## config.mk

```make
export PLATFORM = sky130hd
export DESIGN_NAME = array_stack_with_search
export DESIGN_NICKNAME = d
export VERILOG_FILES = /design/src/rtl/astk_pkg.sv /design/src/rtl/astk_mem.sv /design/src/rtl/astk_ctrl.sv /design/src/rtl/array_stack_with_search.sv
export SDC_FILE = /design/constraint.sdc
export NUM_CORES = 2
export LEC_CHECK = 0
export BUFFER_PORTS_ARGS = -buffer_cell sky130_fd_sc_hd__buf_2
export CORE_MARGIN = 2
export CORE_UTILIZATION = 60
export CTS_CLUSTER_DIAMETER = 60
export DETAILED_ROUTE_END_ITERATION = 10
export PLACE_DENSITY_LB_ADDON = 0.2
export RECOVER_POWER = 50
export SLEW_MARGIN = 15
export SYNTH_ARGS = -nofsm -noshare
export SYNTH_HDL_FRONTEND = slang
export SYNTH_SLANG_ARGS = --single-unit
```

## constraint.sdc

```tcl
create_clock -name i_clk -period 4.1 [get_ports i_clk]
set_input_delay 0.205 -clock i_clk [delete_from_list [all_inputs] [get_ports i_clk]]
set_output_delay 0.205 -clock i_clk [all_outputs]
set_load 0.01 [all_outputs]
```

## src/rtl/astk_pkg.sv

```systemverilog
// Shared constants, codes and types for the array stack with search.
// Used by astk_mem, astk_ctrl and array_stack_with_search.
`timescale 1ns / 1ps
`default_nettype none
package astk_pkg;

    localparam int DEPTH = 128;
    localparam int PTR_W = $clog2(DEPTH);
    localparam int CNT_W = $clog2(DEPTH + 1);
    localparam int VAL_W = 32;
    localparam int KIND_W = 2;
    localparam int STAT_W = 2;
    localparam int IDX_W = 7;

    localparam logic [KIND_W-1:0] KIND_PUSH   = 2'd0;
    localparam logic [KIND_W-1:0] KIND_POP    = 2'd1;
    localparam logic [KIND_W-1:0] KIND_PEEK   = 2'd2;
    localparam logic [KIND_W-1:0] KIND_SEARCH = 2'd3;

    localparam logic [STAT_W-1:0] STAT_OK    = 2'd0;
    localparam logic [STAT_W-1:0] STAT_FULL  = 2'd1;
    localparam logic [STAT_W-1:0] STAT_EMPTY = 2'd2;
    localparam logic [STAT_W-1:0] STAT_NONE  = 2'd3;

    typedef struct packed {
        logic             we;
        logic [PTR_W-1:0] waddr;
        logic [VAL_W-1:0] wdata;
        logic [PTR_W-1:0] raddr;
    } t_mem_req;

endpackage
`default_nettype wire

```

## src/rtl/astk_mem.sv

```systemverilog
// Stack storage: one write port, one read port with registered read data.
// Depends on astk_pkg.
`timescale 1ns / 1ps
`default_nettype none
module astk_mem (
    input  wire                            i_clk,
    input  wire  astk_pkg::t_mem_req       i_req,
    output logic [astk_pkg::VAL_W-1:0]     o_rdata
);
    import astk_pkg::*;

    logic [VAL_W-1:0] r_mem [DEPTH];

    always_ff @(posedge i_clk) begin
        if (i_req.we) begin
            r_mem[i_req.waddr] <= i_req.wdata;
        end
    end

    always_ff @(posedge i_clk) begin
        o_rdata <= r_mem[i_req.raddr];
    end

endmodule
`default_nettype wire

```

## src/rtl/astk_ctrl.sv

```systemverilog
// Sequencer: fill count, operation decode, search walk over the shared
// compare unit, and the result word register. Depends on astk_pkg.
`timescale 1ns / 1ps
`default_nettype none
module astk_ctrl (
    input  wire                             i_clk,
    input  wire                             i_rst_n,
    input  wire                             i_in_valid,
    output logic                            o_in_ready,
    input  wire  [astk_pkg::KIND_W-1:0]     i_kind,
    input  wire  [astk_pkg::VAL_W-1:0]      i_value,
    output logic                            o_out_valid,
    input  wire                             i_out_ready,
    output logic [astk_pkg::STAT_W-1:0]     o_status,
    output logic [astk_pkg::VAL_W-1:0]      o_data,
    output logic [astk_pkg::IDX_W-1:0]      o_found_index,
    output astk_pkg::t_mem_req              o_req,
    input  wire  [astk_pkg::VAL_W-1:0]      i_rdata
);
    import astk_pkg::*;

    localparam logic [1:0] S_IDLE = 2'd0;
    localparam logic [1:0] S_READ = 2'd1;
    localparam logic [1:0] S_SRCH = 2'd2;

    logic [1:0]        r_state, n_state;
    logic [CNT_W-1:0]  r_count, n_count;
    logic [PTR_W-1:0]  r_ptr, n_ptr;
    logic [VAL_W-1:0]  r_key, n_key;
    logic              r_out_valid, n_out_valid;
    logic [STAT_W-1:0] r_status, n_status;
    logic [VAL_W-1:0]  r_data, n_data;
    logic [IDX_W-1:0]  r_fidx, n_fidx;
    logic              accept;
    logic              full;
    logic              empty;
    logic              match;
    logic [PTR_W-1:0]  top_ptr;

    assign o_in_ready    = (r_state == S_IDLE) && !r_out_valid;
    assign accept        = i_in_valid && o_in_ready;
    assign full          = (r_count == CNT_W'(DEPTH));
    assign empty         = (r_count == '0);
    assign top_ptr       = r_count[PTR_W-1:0] - PTR_W'(1);
    assign match         = (i_rdata == r_key);
    assign o_out_valid   = r_out_valid;
    assign o_status      = r_status;
    assign o_data        = r_data;
    assign o_found_index = r_fidx;

    always_comb begin
        n_state     = r_state;
        n_count     = r_count;
        n_ptr       = r_ptr;
        n_key       = r_key;
        n_out_valid = r_out_valid;
        n_status    = r_status;
        n_data      = r_data;
        n_fidx      = r_fidx;
        o_req.we    = 1'b0;
        o_req.waddr = r_count[PTR_W-1:0];
        o_req.wdata = i_value;
        o_req.raddr = (r_state == S_SRCH) ? (r_ptr - PTR_W'(1)) : top_ptr;

        if (r_out_valid && i_out_ready) begin
            n_out_valid = 1'b0;
        end

        case (r_state)
            S_IDLE: begin
                if (accept) begin
                    n_data = '0;
                    n_fidx = '0;
                    case (i_kind)
                        KIND_PUSH: begin
                            n_out_valid = 1'b1;
                            if (full) begin
                                n_status = STAT_FULL;
                            end else begin
                                o_req.we = 1'b1;
                                n_count  = r_count + CNT_W'(1);
                                n_status = STAT_OK;
                            end
                        end
                        KIND_POP, KIND_PEEK: begin
                            if (empty) begin
                                n_out_valid = 1'b1;
                                n_status    = STAT_EMPTY;
                            end else begin
                                n_state = S_READ;
                                if (i_kind == KIND_POP) begin
                                    n_count = r_count - CNT_W'(1);
                                end
                            end
                        end
                        default: begin
                            if (empty) begin
                                n_out_valid = 1'b1;
                                n_status    = STAT_EMPTY;
                            end else begin
                                n_state = S_SRCH;
                                n_ptr   = top_ptr;
                                n_key   = i_value;
                            end
                        end
                    endcase
                end
            end
            S_READ: begin
                n_out_valid = 1'b1;
                n_status    = STAT_OK;
                n_data      = i_rdata;
                n_state     = S_IDLE;
            end
            S_SRCH: begin
                // read data holds the entry at r_ptr
                if (match) begin
                    n_out_valid = 1'b1;
                    n_status    = STAT_OK;
                    n_fidx      = IDX_W'(r_ptr);
                    n_state     = S_IDLE;
                end else if (r_ptr == '0) begin
                    n_out_valid = 1'b1;
                    n_status    = STAT_NONE;
                    n_state     = S_IDLE;
                end else begin
                    n_ptr = r_ptr - PTR_W'(1);
                end
            end
            default: begin
                n_state = S_IDLE;
            end
        endcase
    end

    always_ff @(posedge i_clk) begin
        if (!i_rst_n) begin
            r_state     <= S_IDLE;
            r_count     <= '0;
            r_out_valid <= 1'b0;
        end else begin
            r_state     <= n_state;
            r_count     <= n_count;
            r_out_valid <= n_out_valid;
        end
    end

    always_ff @(posedge i_clk) begin
        r_ptr    <= n_ptr;
        r_key    <= n_key;
        r_status <= n_status;
        r_data   <= n_data;
        r_fidx   <= n_fidx;
    end

endmodule
`default_nettype wire

```

## src/rtl/array_stack_with_search.sv

```systemverilog
// Array stack with search: push, pop, peek and top-down search.
// Result path: push and any full or empty report load the result register
// at accept; pop and peek go via the registered memory read and S_READ;
// search compares entries top down, one compare per cycle, up to DEPTH.
// One word in flight: next input is taken the cycle after the result is taken.
// Reset: stack empty, no result pending; storage contents are not cleared.
`timescale 1ns / 1ps
`default_nettype none
module array_stack_with_search (
    input  wire                                   i_clk,
    input  wire                                   i_rst_n,
    input  wire                                   i_in_valid,
    output logic                                  o_in_ready,
    input  wire         [astk_pkg::KIND_W-1:0]    i_kind,
    input  wire  signed [astk_pkg::VAL_W-1:0]     i_value,
    output logic                                  o_out_valid,
    input  wire                                   i_out_ready,
    output logic        [astk_pkg::STAT_W-1:0]    o_status,
    output logic signed [astk_pkg::VAL_W-1:0]     o_data,
    output logic        [astk_pkg::IDX_W-1:0]     o_found_index
);
    import astk_pkg::*;

    t_mem_req         mem_req;
    logic [VAL_W-1:0] mem_rdata;
    logic [VAL_W-1:0] data_bits;

    assign o_data = data_bits;

    astk_ctrl u_ctrl (
        .i_clk         (i_clk),
        .i_rst_n       (i_rst_n),
        .i_in_valid    (i_in_valid),
        .o_in_ready    (o_in_ready),
        .i_kind        (i_kind),
        .i_value       (i_value),
        .o_out_valid   (o_out_valid),
        .i_out_ready   (i_out_ready),
        .o_status      (o_status),
        .o_data        (data_bits),
        .o_found_index (o_found_index),
        .o_req         (mem_req),
        .i_rdata       (mem_rdata)
    );

    astk_mem u_mem (
        .i_clk   (i_clk),
        .i_req   (mem_req),
        .o_rdata (mem_rdata)
    );

    a_accept_blocks: assert property (@(posedge i_clk) disable iff (!i_rst_n)
        (i_in_valid && o_in_ready) |=> !o_in_ready)
        else $error("input taken while previous word in flight");

    a_out_drains: assert property (@(posedge i_clk) disable iff (!i_rst_n)
        (o_out_valid && i_out_ready && !(i_in_valid && o_in_ready)) |=> !o_out_valid)
        else $error("result word repeated");

    a_data_only_ok: assert property (@(posedge i_clk) disable iff (!i_rst_n)
        (o_out_valid && (o_data != '0 || o_found_index != '0)) |-> (o_status == STAT_OK))
        else $error("nonzero payload on error status");

    a_push_result_fast: assert property (@(posedge i_clk) disable iff (!i_rst_n)
        (i_in_valid && o_in_ready && i_kind == KIND_PUSH) |=>
        (o_out_valid && (o_status == STAT_OK || o_status == STAT_FULL)))
        else $error("push result missing");

endmodule
`default_nettype wire

```

* After elaboration in Yosys (flattened, before gate mapping) *
Memories as Yosys holds them, arrays and structs flattened. A register that Yosys moved wholly into a read port is not among the register bits.
Index checks and enable logic that the tools add are counted.

storage, ports and cells
  register bits = 91
  latch bits = 0
  memory bits (writable) = 4,096
  memory bits (read-only) = 0
  input port bits = 38
  output and inout bits = 43
  word-level logic and storage cells = 97
  memories kept = 1

memories
  memory       words  width  read ports  clocked after memory_dff  wr ports  line            text
  u_mem.r_mem  128    32     1           1                         1         astk_mem.sv:12  logic [VAL_W-1:0] r_mem [DEPTH];

cells by class
  add/subtract/negate cells = 4
  multipliers = 0
  divide/modulo/power cells = 0
  order comparisons = 0
  eq/ne operators = 18
  shift operators = 0
  muxes and demuxes = 43
  bitwise gates (word level) = 2
  reduce and logical (&&, ||, !) cells = 21

operators by type and width
  operator             count
  $pmux 32 s2          1
  $mux 7               8
  $eq 32x32->1         1
  $mux 32              1
  $pmux 7 s2           2
  $mux 8               3
  $mux 2               10
  $pmux 8 s2           1
  $ne 2x2->1 const B   7
  $sub 7x1->7 const B  2
  $mux 1               13
  $reduce_and 4->1     3
  $reduce_and 6->1     2
  $add 8x1->8 const B  1
  $eq 8x8->1 const B   1
  $logic_not 8->1      1
  $pmux 2 s2           2
  $sub 8x1->8 const B  1
  $logic_not 7->1      1
  $ne 2x1->1 const B   3
  $ne 3x2->1 const B   2
  $pmux 2 s3           1
  $reduce_bool 2->1    3
  $eq 2x1->1 const B   2
  other kinds (11)     16

* Longest topological paths before layout *
  word-level depth = 7
  mapped depth = 17
  mapped depth without buffers = 12

* Hierarchy *
From an unflattened synthesis, not the netlist that was laid out.

second synthesis, totals
  cells, all modules = 6,342
  area total of the unflattened synthesis = 160,766.7 um2

modules (own cells, without submodules)
  module     times used  cells each  area each (um2)  sequential area each (um2)
  astk_mem   1           5,990       156,276.1        123,638.6
  astk_ctrl  1           352         4,490.6          2,622.5

* Worst setup path after synthesis *
OpenSTA, ideal clock, no wires.

  path kind = reg2reg
  from = reg u_ctrl.r_state[0]
  to = reg u_mem.o_rdata[30] in the netlist's numbering, read port of u_mem.r_mem
  setup time = 0.129 ns
  data arrival time = 3.620 ns
  required time = 3.971 ns
  path slack = 0.351 ns
  stages on the path, launching flop included = 17
  path buffers = 6
  clock period less this slack = 3.749 ns
  path through = dfxtp_1 > inv_1 > ha_1 > buf_6 > mux2i_4 > buf_2 > buf_2 > buf_2 > ha_1 > inv_2 > clkbuf_1 > buf_2 > mux4_2 > nand2_1 > a31oi_1 > a22oi_1 > o211ai_2

RTL lines
  what                      line              text
  start: declaration        astk_ctrl.sv:26   logic [1:0] r_state, n_state;
  start signal: assignment  astk_ctrl.sv:142  r_state <= n_state;
  end: declaration          astk_mem.sv:8     output logic [astk_pkg::VAL_W-1:0] o_rdata

* Worst setup path in the final report *
  from = reg u_ctrl.r_state[0]
  to = reg u_mem.o_rdata[7] in the netlist's numbering, read port of u_mem.r_mem

on the way
  cells in the longest elaborated chain, start to end = 2

RTL lines
  what        line             text
  $eq 2x2->1  astk_ctrl.sv:63  o_req.raddr = (r_state == S_SRCH) ? (r_ptr - PTR_W'(1)) : top_ptr;
  $mux 7      astk_ctrl.sv:63

No other way between the ends.
A chain may end at the register's enable or synchronous reset.

==> run_results.csv <==
group,metric,value,unit
critical_path,cp_max_fo,31,
clock_tree,root_buffer,"clkbuf_16",
drt,vias_per_cell,6.89,
synthesis,synth_nets,7665,
clock_tree,clock_latency,980,ps
drt,routed_wl,446,mm
drt,via_count,83977,
sta,whs,65.2,ps
clock_tree,clk_pin_slew,60,ps
critical_path,critPathBufInv,4,
sta,hold_violations,0,
grt,antenna_found_initial,31,
synthesis,synth_top_flop_cell,"edfxtp_1",
finish,fin_area,186000,um2
critical_path,worst_path_most_repeated_cell,"buf_4",
grt,grtUsageTotal,32.8,%
power_and_ir_drop,total_power,0.164,W
floorplanning,boundaryPins,81,
clock_tree,htree_levels,5,
sta,rsz0062_at_grt,"yes",
drt,drt_iter0_markers,13517,
critical_path,cp_cell_sequence,"inv_1 -> ha_2 -> mux2i_4 -> buf_12 -> buf_4 -> buf_4 -> mux4_2 -> nand2_1 -> a41oi_1 -> nand4_1 -> o211ai_1",
synthesis,async_flop_share,0,%
critical_path,path_class,"flop to flop",
finish,nets,8343,
clock_tree,cts_sinks,4219,
power_and_ir_drop,comb_power_share,47.0,%
place,pre_cts_slack,-443,ps
finish,final_common_cell,"edfxtp_1",
sta,post-route-period-util,101,%
finish,final_cell_mix,"4176 x edfxtp_1, 1024 x mux4_2, 853 x nand2_1",
critical_path,reg2reg_to,"u_mem.o_rdata[7]",
place,portBuffers,80,
synthesis,synth_top_area_share,77.5,%
sta,clock_skew,56.3,ps
critical_path,r2r_cells,11,
power_and_ir_drop,swShare,39.3,%
grt,grt_pass1_vias,83631,
finish,drive_above_1_share,27.5,%
clock_tree,clk_path_buf_depth,4,
drt,dr.pass1.iters,5,
drt,wire_per_inst,36.6,um
sta,tightest_slew,4250,ps
synthesis,synth-seq-cells,4219,
synthesis,ys_seq_area_share,78.0,%
floorplanning,die_h,523,um
finish,synthToLayoutAreaGrowth,14.7,%
critical_path,critical_path_required,4960,ps
critical_path,critPathTopFamily,"buffers and inverters",
critical_path,cpPeakStageDelay,540,ps
clock_tree,cts_inserted_buffers,417,
hold_path,hold_path_end,"u_ctrl.r_state[0]",
critical_path,critPathLaunchType,"flop",
critical_path,end_kind,"flop",
sta,relSlewSlack,-184,%
synthesis,yosys-top-cells-area,"edfxtp_1 77%, mux4_2 14%, nand2_1 2.0%, buf_2 0.86%, nand4_1 0.79%",
power_and_ir_drop,p_int,0.0993,W
hold_path,hp-start,"i_kind[1]",
synthesis,yosysWarningCount,0,
sta,setup_viol,1,
critical_path,slowest_stage,"nand4_1",
critical_path,reg2reg_slack,-30,ps
floorplanning,die_w,523,um
finish,final.fill_count,15948,
power_and_ir_drop,pwr-share-seq,30.0,%
synthesis,synthesis.area,162000,um2
outcome,violations,"capacitance limit, slew limit, setup timing",
critical_path,crit_arrival,4990,ps
job,maxCapViolations,45,
place,place_congestion,0.874,
grt,grt_pass1_wl,627,mm
synthesis,ys_types,63,
power_and_ir_drop,power.density,880,nW/um2
drt,ant_nets,0,
power_and_ir_drop,p_switching,0.0642,W
grt,overflow,0,
sta,clock.fmax,242,MHz
hold_path,hold_depth,5,
floorplanning,dieArea,274000,um2
synthesis,netlist_instances,7611,
synthesis,synth_top_area_cell,"edfxtp_1",
power_and_ir_drop,peakVddDrop,1090,uV
floorplanning,core_area,268000,um2
place,place_area,172000,um2
clock_tree,cts_tree,"done",
sta,fin_crit,4130,ps
outcome,status,"finished with violations",
floorplanning,start_util,60.4,%
synthesis,syn_avg_cell_area,21.3,um2
floorplanning,rows,190,
drt,drc,0,
power_and_ir_drop,pwr-share-clk,23.0,%
place,hpwl,256,mm
critical_path,timing.rr.start,"u_ctrl.r_state[0]",
sta,finalMaxSlewViolations,2726,
sta,fin_ws,-32.5,ps
grt,grt_max_degree,130,
power_and_ir_drop,p_leak,59.7,nW
synthesis,synth-edff-count,4176,
hold_path,hp-class,"primary input to flop",
==> worst max path at each step <==
stage	start	end	cells after the start	slack (ps)
floorplan	u_ctrl.r_state[0]	u_mem.o_rdata[30]	16	350
detailed placement	u_ctrl.r_state[0]	u_mem.o_rdata[7]	14	-440
global route	u_ctrl.r_state[0]	u_mem.o_rdata[7]	11	-6
global placement	u_ctrl.r_state[0]	u_mem.o_rdata[7]	14	-440
finish	u_ctrl.r_state[0]	u_mem.o_rdata[7]	11	-30
CTS	u_ctrl.r_state[0]	u_mem.o_rdata[7]	14	-60
==> tightest hold or removal path, delay by kind of cell <==
family	cells	cell delay (ps)
compound gates	1	60
buf+inv	2	190
simple gates	1	130
fa+ha+maj	1	390
==> cells in the mapped netlist, types with 43 or more instances <==
cell / count
nand4_1: 204
a31oi_1: 64
buf_2: 278
nand2_1: 858
nor2_1: 150
mux4_2: 1024
a32oi_1: 64
and3_1: 66
clkbuf_1: 126
edfxtp_1: 4176
mux2i_1: 102
nand3_1: 137
dfxtp_1: 43
==> sequential cells by signal, summed over array words and instances (netlist names) <==
name,count
u_ctrl.r_count,8
u_ctrl.r_ptr,7
u_ctrl.o_status,2
u_ctrl.o_out_valid,1
u_ctrl.r_state,2
u_ctrl.o_found_index,7
u_ctrl.o_data,32
u_mem.o_rdata,32
u_ctrl.r_key,32
u_mem.r_mem,4096
==> metrics by stage <==
step | instances | setup TNS, ps | util [%]
CTS | 12180 | -56.4 | 69.4
detailed placement | 11382 | -1860 | 64.2
finish | 12189 | -32.5 | 69.3
floorplan | 7611 | 0 | -
global placement | 11382 | -2450 | 64.2
global route | 12186 | -5.67 | 69.3
==> power by group through the flow <==
stage | Sequential [W] | Clock, W | Combinational [W]
final | 0.0490 | 0.0377 | 0.0769
after global placement | 0.0498 | 0 | 0.0742
after detailed placement | 0.0498 | 0 | 0.0747
after floorplan | 0.0494 | 0 | 0.0393
after global routing | 0.0490 | 0.0396 | 0.0794
after CTS | 0.0489 | 0.0379 | 0.0758
==> area by class of cell <==
type                            instances  area, um2  share of cell area (%)
Sequential cell                      4219     126000                    68.0
Multi-Input combinational cell       2941      34600                    18.6
Clock buffer                          525      11000                    5.94
Timing Repair Buffer                  693       6950                    3.74
Tap cell                             3552       4440                    2.39
Clock inverter                        238       2350                    1.27
Inverter                               17       97.6                  0.0525
Antenna cell                            4       10.0                 0.00539
==> repair_timing <==
item | CTS | global route
cloned | 2 | 1
hold buffers | 34 | 0
endpoints found under the setup margin | 11 | 23
buffers inserted | 0 | 4
hold endpoints to repair | 1495 | 0
pin swaps | 5 | 5
gates resized for setup | 24 | 15
==> cells by family (layout without fill, tap and decap cells) <==
logic type               Yosys count  count (layout)  share of synthesized area, %
buffers and inverters            451            1473                          1.32
flip-flops                      4219            4219                          78.0
other                              0               4                             0
AND/OR/NAND/NOR                 1494            1494                          4.14
adder cells (fa/ha/maj)           16              16                         0.128
multiplexers                    1128            1128                          14.9
AO/OA/AOI/OAI                    260             260                          1.25
XOR/XNOR                          43              43                         0.265
==> routing by layer <==
layer / global-route usage, % / wire length, um
met1: 45.9 / 157000
met2: 49.9 / 208000
met3: 7.92 / 57200
met4: 15.2 / 24100
met5: 0 / 67
No activity file was read; power rests on OpenSTA's default activity.
